$ cat src/hdl/tdrt_pkg.sv
// Package for the triggered delay relay timer.
// Holds phase codes, register indexes and reset values; no dependencies.
package tdrt_pkg;

    localparam int TIME_W  = 32;
    localparam int PHASE_W = 2;
    localparam int CFG_IDX_W = 2;

    localparam logic [PHASE_W-1:0] PH_IDLE   = 2'd0;
    localparam logic [PHASE_W-1:0] PH_TIMING = 2'd1;
    localparam logic [PHASE_W-1:0] PH_RELAY  = 2'd2;

    localparam logic [CFG_IDX_W-1:0] CFG_DURATION  = 2'd0;
    localparam logic [CFG_IDX_W-1:0] CFG_DELAY_OFF = 2'd1;
    localparam logic [CFG_IDX_W-1:0] CFG_OFF_MODE  = 2'd2;

    localparam logic OFF_BY_DELAY = 1'b0;
    localparam logic OFF_BY_CTRL  = 1'b1;

    localparam logic [TIME_W-1:0] MIN_TIME_MS       = 32'd100;
    localparam logic [TIME_W-1:0] DURATION_RESET_MS = 32'd5000;
    localparam logic [TIME_W-1:0] DELAY_RESET_MS    = 32'd2000;

    function automatic logic [TIME_W-1:0] at_least_min(input logic [TIME_W-1:0] v);
        return (v < MIN_TIME_MS) ? MIN_TIME_MS : v;
    endfunction

endpackage

$ cat src/hdl/triggered_delay_relay_timer.sv
// Triggered on-delay relay timer: input register, one step of logic, result register.
// Depends on tdrt_pkg.
// The step between the registers is a few 32-bit subtracts and compares.
// Throughput: one beat per cycle unless a low out_ready stalls the result.
// The timer state updates when the input register moves into the result register.
// Reset: asynchronous, active low; phase idle, relay off, starts zero, registers
// at their reset values, both pipeline registers empty.
module triggered_delay_relay_timer
    import tdrt_pkg::*;
(
    input  logic                 clk,
    input  logic                 rst_n,
    input  logic                 cfg_we,
    input  logic [CFG_IDX_W-1:0] cfg_index,
    input  logic [TIME_W-1:0]    cfg_data,
    input  logic                 in_valid,
    output logic                 in_ready,
    input  logic                 enabled,
    input  logic                 pulse_seen,
    input  logic [TIME_W-1:0]    pulse_time,
    input  logic                 ctrl_seen,
    input  logic [TIME_W-1:0]    ctrl_time,
    input  logic [TIME_W-1:0]    now_ms,
    output logic                 out_valid,
    input  logic                 out_ready,
    output logic                 relay_drive,
    output logic                 running,
    output logic [TIME_W-1:0]    elapsed_ms,
    output logic [PHASE_W-1:0]   phase
);

    logic [TIME_W-1:0]  duration_reg;
    logic [TIME_W-1:0]  delay_off_reg;
    logic               off_mode_reg;

    logic [PHASE_W-1:0] phase_reg;
    logic [TIME_W-1:0]  timing_start_reg;
    logic [TIME_W-1:0]  relay_start_reg;
    logic               relay_level_reg;

    logic               in_valid_reg;
    logic               en_reg;
    logic               pulse_reg;
    logic [TIME_W-1:0]  pulse_time_reg;
    logic               ctrl_reg;
    logic [TIME_W-1:0]  ctrl_time_reg;
    logic [TIME_W-1:0]  now_reg;

    logic               out_valid_reg;
    logic               relay_drive_reg;
    logic               running_reg;
    logic [TIME_W-1:0]  elapsed_reg;
    logic [PHASE_W-1:0] phase_out_reg;

    logic [PHASE_W-1:0] phase_next;
    logic [TIME_W-1:0]  timing_start_next;
    logic [TIME_W-1:0]  relay_start_next;
    logic               relay_level_next;
    logic               stopped;
    logic               advance;

    assign advance  = in_valid_reg && (!out_valid_reg || out_ready);
    assign in_ready = !in_valid_reg || advance;

    always_comb
    begin
        phase_next        = (phase_reg == PH_TIMING || phase_reg == PH_RELAY) ?
                            phase_reg : PH_IDLE;
        timing_start_next = timing_start_reg;
        relay_start_next  = relay_start_reg;
        relay_level_next  = relay_level_reg;
        stopped           = 1'b0;
        if (!en_reg)
        begin
            phase_next       = PH_IDLE;
            relay_level_next = 1'b0;
        end
        else
        begin
            if (pulse_reg)
            begin
                phase_next        = PH_TIMING;
                timing_start_next = pulse_time_reg;
                relay_level_next  = 1'b0;
            end
            stopped = (off_mode_reg == OFF_BY_CTRL) && ctrl_reg &&
                      (phase_next != PH_IDLE) && (ctrl_time_reg >= timing_start_next);
            if (stopped)
            begin
                phase_next       = PH_IDLE;
                relay_level_next = 1'b0;
            end
            else
            begin
                if (phase_next == PH_TIMING &&
                    (now_reg - timing_start_next) >= duration_reg)
                begin
                    phase_next       = PH_RELAY;
                    relay_start_next = now_reg;
                    relay_level_next = 1'b1;
                end
                if (phase_next == PH_RELAY && off_mode_reg == OFF_BY_DELAY &&
                    (now_reg - relay_start_next) >= delay_off_reg)
                begin
                    phase_next       = PH_IDLE;
                    relay_level_next = 1'b0;
                end
            end
        end
    end

    always_ff @(posedge clk or negedge rst_n)
    begin
        if (!rst_n)
        begin
            duration_reg  <= DURATION_RESET_MS;
            delay_off_reg <= DELAY_RESET_MS;
            off_mode_reg  <= OFF_BY_DELAY;
        end
        else if (cfg_we)
        begin
            unique case (cfg_index)
                CFG_DURATION:  duration_reg  <= at_least_min(cfg_data);
                CFG_DELAY_OFF: delay_off_reg <= at_least_min(cfg_data);
                CFG_OFF_MODE:  off_mode_reg  <= cfg_data[0];
                default:       ;
            endcase
        end
    end

    always_ff @(posedge clk or negedge rst_n)
    begin
        if (!rst_n)
        begin
            phase_reg        <= PH_IDLE;
            timing_start_reg <= '0;
            relay_start_reg  <= '0;
            relay_level_reg  <= 1'b0;
            in_valid_reg     <= 1'b0;
            out_valid_reg    <= 1'b0;
        end
        else
        begin
            if (in_ready)
            begin
                in_valid_reg <= in_valid;
            end
            if (advance)
            begin
                phase_reg        <= phase_next;
                timing_start_reg <= timing_start_next;
                relay_start_reg  <= relay_start_next;
                relay_level_reg  <= relay_level_next;
                out_valid_reg    <= 1'b1;
            end
            else if (out_ready)
            begin
                out_valid_reg <= 1'b0;
            end
        end
    end

    always_ff @(posedge clk)
    begin
        if (in_ready && in_valid)
        begin
            en_reg         <= enabled;
            pulse_reg      <= pulse_seen;
            pulse_time_reg <= pulse_time;
            ctrl_reg       <= ctrl_seen;
            ctrl_time_reg  <= ctrl_time;
            now_reg        <= now_ms;
        end
        if (advance)
        begin
            relay_drive_reg <= relay_level_next;
            running_reg     <= (phase_next == PH_TIMING);
            elapsed_reg     <= (phase_next == PH_TIMING) ?
                               (now_reg - timing_start_next) : '0;
            phase_out_reg   <= phase_next;
        end
    end

    assign out_valid   = out_valid_reg;
    assign relay_drive = relay_drive_reg;
    assign running     = running_reg;
    assign elapsed_ms  = elapsed_reg;
    assign phase       = phase_out_reg;

endmodule

$ cat config.mk
export PLATFORM = sky130hd
export DESIGN_NAME = triggered_delay_relay_timer
export DESIGN_NICKNAME = d
export VERILOG_FILES = /design/src/hdl/tdrt_pkg.sv /design/src/hdl/triggered_delay_relay_timer.sv
export SDC_FILE = /design/constraint.sdc
export NUM_CORES = 1
export LEC_CHECK = 0
export ABC_AREA = 1
export BUFFER_PORTS_ARGS = -buffer_cell sky130_fd_sc_hd__buf_4
export CAP_MARGIN = 10
export CORE_ASPECT_RATIO = 1.75
export CORE_MARGIN = 2
export CORE_UTILIZATION = 55
export DETAILED_ROUTE_END_ITERATION = 8
export PLACE_DENSITY_LB_ADDON = 0.12
export SLEW_MARGIN = 10
export SYNTH_ARGS = -nofsm -noshare
export SYNTH_HDL_FRONTEND = slang
export SYNTH_SLANG_ARGS = --single-unit
$ cat constraint.sdc
create_clock -name clk -period 19.9 [get_ports clk]
set_input_delay 1.99 -clock clk [delete_from_list [all_inputs] [get_ports clk]]
set_output_delay 1.99 -clock clk [all_outputs]
set_load 0.03 [all_outputs]
### Word-level counts from Yosys, hierarchy flattened

Index checks and enable logic that the tools add are counted.

| operators by class | value |
|---|---|
| $add $sub $neg | 3 |
| multipliers | 0 |
| divide/modulo/power cells | 0 |
| $lt $le $gt $ge | 4 |
| equality and inequality tests | 7 |
| shifts and indexed selects | 0 |
| muxes and demuxes | 23 |
| bitwise operators | 2 |
| reductions and logical operators | 20 |

Operator list:

| kind | number |
|---|---|
| $mux 32 | 7 |
| $ge 32x32->1 | 3 |
| $sub 32x32->32 | 3 |
| $lt 32x7->1 const B | 1 |
| $mux 2 | 9 |
| $eq 2x1->1 const B | 4 |
| $logic_and 1x1->1 | 8 |
| $mux 1 | 7 |
| $eq 2x2->1 const B | 3 |
| $reduce_and 2->1 | 3 |
| $reduce_bool 2->1 | 2 |
| $logic_or 1x1->1 | 3 |
| $reduce_and 3->1 | 1 |
| $logic_not 1->1 | 2 |
| $logic_not 2->1 | 1 |
| $not 1->1 | 2 |

| storage, ports and cells | value |
|---|---|
| bits in registers | 269 |
| latch bits | 0 |
| RAM bits | 0 |
| memory bits (read-only) | 0 |
| input bits | 138 |
| word-level logic and storage cells | 78 |
| memories kept | 0 |

### Logic depth before layout (Yosys ltp)

| logic depth | value |
|---|---|
| depth in word-level cells | 17 |
| mapped depth | 61 |

### Worst setup path after synthesis

No wires, ideal clock.

| timing | value |
|---|---|
| path kind | register to register |
| start point | register pulse_reg |
| end point | register relay_level_reg |
| library setup time | 99 ps |
| data arrival time | 7094 ps |
| path slack | 12707 ps |
| stages on the path, launching flop included | 62 |
| buffers on the path | 4 |
| period minus slack after synthesis | 7193 ps |
| path through | edfxtp_1 buf_2 buf_2 nand2_1 o21ai_0 ha_1 inv_1 fa_1 nand3_1 nand2_1 nand2_1 o211ai_2 a21oi_2 o21ai_2 nand2_1 o21ai_2 a21boi_2 o21ai_2 (+26 left out) nand2_1 nand2_2 nand3_2 nand2_1 nand2_1 nand2_1 ha_1 nand2_1 nor2_1 a211oi_1 o221ai_1 a21oi_1 nand3_1 nand2_1 nand3_1 a21oi_1 nand2_1 o21ai_0 |

| on the way | value |
|---|---|
| longest elaborated chain between the ends | 14 |
| elaborated cells between the ends (all ways) | 28 |
| those cells by class | add/sub: 2; order compare: 3; eq/ne: 2; mux: 15; reduce/logical: 6 |

RTL lines:

| item | line | source |
|---|---|---|
| start, declared | triggered_delay_relay_timer.sv:43 | `logic pulse_reg;` |
| start signal, assigned | triggered_delay_relay_timer.sv:168 | `pulse_reg <= pulse_seen;` |
| $mux 32 | triggered_delay_relay_timer.sv:80 | `if (pulse_reg)` |
| $mux 32 | triggered_delay_relay_timer.sv:73 | `if (!en_reg)` |
| $sub 32x32->32 | triggered_delay_relay_timer.sv:96 | `(now_reg - timing_start_next) >= duration_reg)` |
| $ge 32x32->1 | triggered_delay_relay_timer.sv:96 |  |
| $logic_and 1x1->1 | triggered_delay_relay_timer.sv:95 | `if (phase_next == PH_TIMING &&` |
| $mux 32 / $mux 2 (equally long branches) | triggered_delay_relay_timer.sv:95 |  |
| $mux 32 / $mux 2 (equally long branches) | triggered_delay_relay_timer.sv:88 | `if (stopped)` |
| $mux 32 / $mux 2 (equally long branches) | triggered_delay_relay_timer.sv:73 |  |
| $sub 32x32->32 / $eq 2x2->1 (equally long branches) | triggered_delay_relay_timer.sv:103, triggered_delay_relay_timer.sv:102 |  |
| $ge 32x32->1 / $logic_and 1x1->1 (equally long branches) | triggered_delay_relay_timer.sv:103, triggered_delay_relay_timer.sv:102 |  |
| $logic_and 1x1->1 | triggered_delay_relay_timer.sv:102 | `if (phase_next == PH_RELAY && off_mode_reg == OFF_BY_DELAY &&` |
| $mux 1 | triggered_delay_relay_timer.sv:102 |  |
| $mux 1 (*) | triggered_delay_relay_timer.sv:88 |  |
| $mux 1 (*) | triggered_delay_relay_timer.sv:73 |  |
| net relay_level_next | triggered_delay_relay_timer.sv:58 | `logic relay_level_next;` |
| end signal, assigned | triggered_delay_relay_timer.sv:153 | `relay_level_reg <= relay_level_next;` |
| end, declared | triggered_delay_relay_timer.sv:39 | `logic relay_level_reg;` |

Mark *: on every way through the listed nets, which the timed path passes. The rest lies on a longest branch. The select of a mux whose other input is x is not followed.
A chain may end at the register's enable or synchronous reset.

### Worst setup path after layout

Ends and elaborated chain as after synthesis.

==> results.cfg <==
[status]
outcome = complete, no violations

[sta]
worstMarginPinSlew_ps = 993
final-hold-violation-count = 0
slew_headroom_pct = 33.8
fin_ws_ps = 10790
timing.final.crit_share_pct = 45.8
rsz0062_at_grt = no
max_freq_ghz = 0.110
finClkSkew_ps = 17.5
setup_viol = 0
min_period_ps = 9110
drv_slew = 0
fin_tns_setup_ps = 0

[setup_path]
crit_path_end_kind = flip-flop
rrSetupSlack_ps = 10790
cpPeakStageDelay_ps = 540
crit_top_cell = nand2_1
worstReg2RegEnd = relay_level_reg$_DFFE_PN0P_
r2r-start = pulse_reg$_DFFE_PP_
cp-start-kind = flip-flop
critPathSlowestCell = mux2i_1
crit_path_end = relay_level_reg$_DFFE_PN0P_
crit_path_start = pulse_reg$_DFFE_PP_
arrival_ps = 9580
path_class = flip-flop to flip-flop
reg2reg_depth = 52
crit_required_ps = 20370
cp_max_fo = 42

[clock_network]
clock_latency_ps = 560
path_clk_slew_ps = 60
cts_resized = 0
cts-buffers-inserted = 27
post_cts_buffers = 0
clockBufferDepth = 3
cts_max_level = 1
cts_hold_buffers = 0
cts_sinks = 269
root_buffer = clkbuf_16
cts_tree = done

[grt]
grt_antenna_before_repair = 0
grt_pass1_vias = 14711
grtUsageTotal_pct = 28.9
grt_max_degree = 71
overflow = 0
grt_pass1_wl_um = 75500

[placement]
place_ws_ps = 10810
place_congestion = 0.949
dp_hpwl_um = 38700
io_buffers = 175

[detailed_routing]
drc_errors = 0
ant_nets = 0
wl_per_cell_um = 19.0
vias_per_cell = 5.60
routed_wl_um = 48300
drtIter0Drc = 733
drt-pass1-iter-count = 5
num_vias = 14285

[yosys]
synth_edf_count = 135
syn_area_um2 = 17400
avgSynthCellArea_um2 = 8.87
ys_ff_latch = 269
syn_nets = 2296
ys_seq_area_share_pct = 42.6
synthArstFlopShare_pct = 49.8
synth_cells = 1965
synthDistinctLibCells = 61
ys_warn_count = 0
ys.flop_type = edfxtp_1

[floorplan]
dieWidth_um = 139
io_pins = 176
coreArea_um2 = 31300
die_y_um = 240
rows = 86
start_util_pct = 55.7
die_area_um2 = 33200

[cells_and_area]
diodes = 0
drive_gt1_share_pct = 13.9
num-nets-final = 2465
syn2layout_area_growth_pct = 15.2

[pwr]
p_int_mw = 1.68
power_density_nw_per_um2 = 152
comb_power_share_pct = 56.2
leakage_nw = 9.42
p_sw_mw = 1.37
p_sw_share_pct = 44.8
power_mw = 3.05
pwr-share-clk_pct = 18.1
peakVddDrop_v = 0.000106
power_frac_seq_pct = 25.6

[worst_hold_path]
hp-class = flip-flop to flip-flop
hold-path-cell-count = 2

[flow_run]
max_cap_violations = 0
-- cells in the mapped netlist (all sizes together), types with 11 or more instances --
cell type / instances / area share, %
nand2: 449 / 10
o21ai: 234 / 6.9
inv: 193 / 4.2
ha: 190 / 14
a21oi: 165 / 4.8
edfxtp: 135 / 23
dfrtp: 123 / 18
nor2: 121 / 2.7
mux2i: 59 / 3.4
xor2: 56 / 2.8
nand3: 40 / 1.3
buf: 23 / 0.79
clkbuf: 21 / 0.45
nand4: 21 / 0.75
nor3: 19 / 0.57
xnor2: 16 / 0.80
dfstp: 11 / 1.7
o21a: 11 / 0.47
-- logic make-up (layout without fill, tap and decap cells) --
kind of cell	after synthesis	in the layout	share of synthesized area, %
and+or+nand+nor	671	671	16.3
AOI/OAI and AO/OA	463	463	14.8
DFF	269	269	42.6
buffers and inverters	237	427	5.40
adders and majority gates	193	193	14.0
xor gates and xnor gates	72	72	3.62
muxes	60	60	3.45
-- power groups by stage --
stage / clock (mW) / combinational [mW] / sequential [mW]
2_1_floorplan: 0 / 1.24 / 0.805
3_3_place_gp: 0 / 1.67 / 0.787
3_5_place_dp: 0 / 1.71 / 0.790
4_1_cts: 0.565 / 1.72 / 0.782
5_1_grt: 0.584 / 1.94 / 0.794
6_report: 0.553 / 1.72 / 0.782
-- metal layers --
metal | up-vias | part of all wire, % | GRT usage (%) | wire (um)
li1 | 7101 | - | - | -
met1 | 6716 | 39 | 33.1 | 18900
met2 | 366 | 52 | 54.3 | 25200
met3 | 102 | 4.0 | 2.72 | 1910
met4 | 0 | 4.7 | 13.1 | 2290
met5 | - | 0 | 0 | 0
-- area by class of cell --
class	count	area [um2]
Clock buffer	38	790
Clock inverter	12	175
Fill cell	2694	11200
Inverter	193	726
Multi-Input combinational cell	1459	9090
Sequential cell	269	7420
Tap cell	396	495
Timing Repair Buffer	184	1390
-- metrics by stage --
stage | utilization [%] | instance area [um2] | hold WS (ps) | cells
finish | 64.1 | 20100 | 480 | 2551
global route | 64.1 | 20100 | 489 | 2551
CTS | 64.1 | 20100 | 482 | 2551
detailed placement | 61.1 | 19100 | 466 | 2501
global placement | 61.1 | 19100 | 461 | 2501
floorplan | - | 17400 | 442 | 1965
-- how the worst min path moves through the flow --
stage                                         start                         endpoint  slack (ps)
floorplan            relay_start_reg[0]$_DFFE_PN0P_   relay_start_reg[0]$_DFFE_PN0P_         440
global placement     relay_start_reg[0]$_DFFE_PN0P_   relay_start_reg[0]$_DFFE_PN0P_         460
detailed placement   relay_start_reg[0]$_DFFE_PN0P_   relay_start_reg[0]$_DFFE_PN0P_         470
CTS                  relay_start_reg[0]$_DFFE_PN0P_   relay_start_reg[0]$_DFFE_PN0P_         480
global route        relay_start_reg[31]$_DFFE_PN0P_  relay_start_reg[31]$_DFFE_PN0P_         490
finish               relay_start_reg[0]$_DFFE_PN0P_   relay_start_reg[0]$_DFFE_PN0P_         480
-- worst max-delay path, delay by kind of cell, from the launching register on --
family | cells | cell delay, ps
AO/OA/AOI/OAI | 18 | 3390
XOR/XNOR | 1 | 170
adder cells (fa/ha/maj) | 5 | 1480
buffers and inverters | 2 | 560
flip-flops | 1 | 360
multiplexers | 1 | 540
AND/OR/NAND/NOR | 25 | 2440
-- placed cells by master, fill, tap and decap left out, drive strengths merged, types with 11 or more instances in the layout --
master,n
edfxtp,135
nand3,40
buf,184
mux2i,59
a21oi,165
dfstp,11
o21ai,234
xor2,56
nor2,121
xnor2,16
o21a,11
ha,190
nor3,19
inv,193
dfrtp,123
nand2,449
clkbuf,38
nand4,21
(Power assumes the default switching activity.)
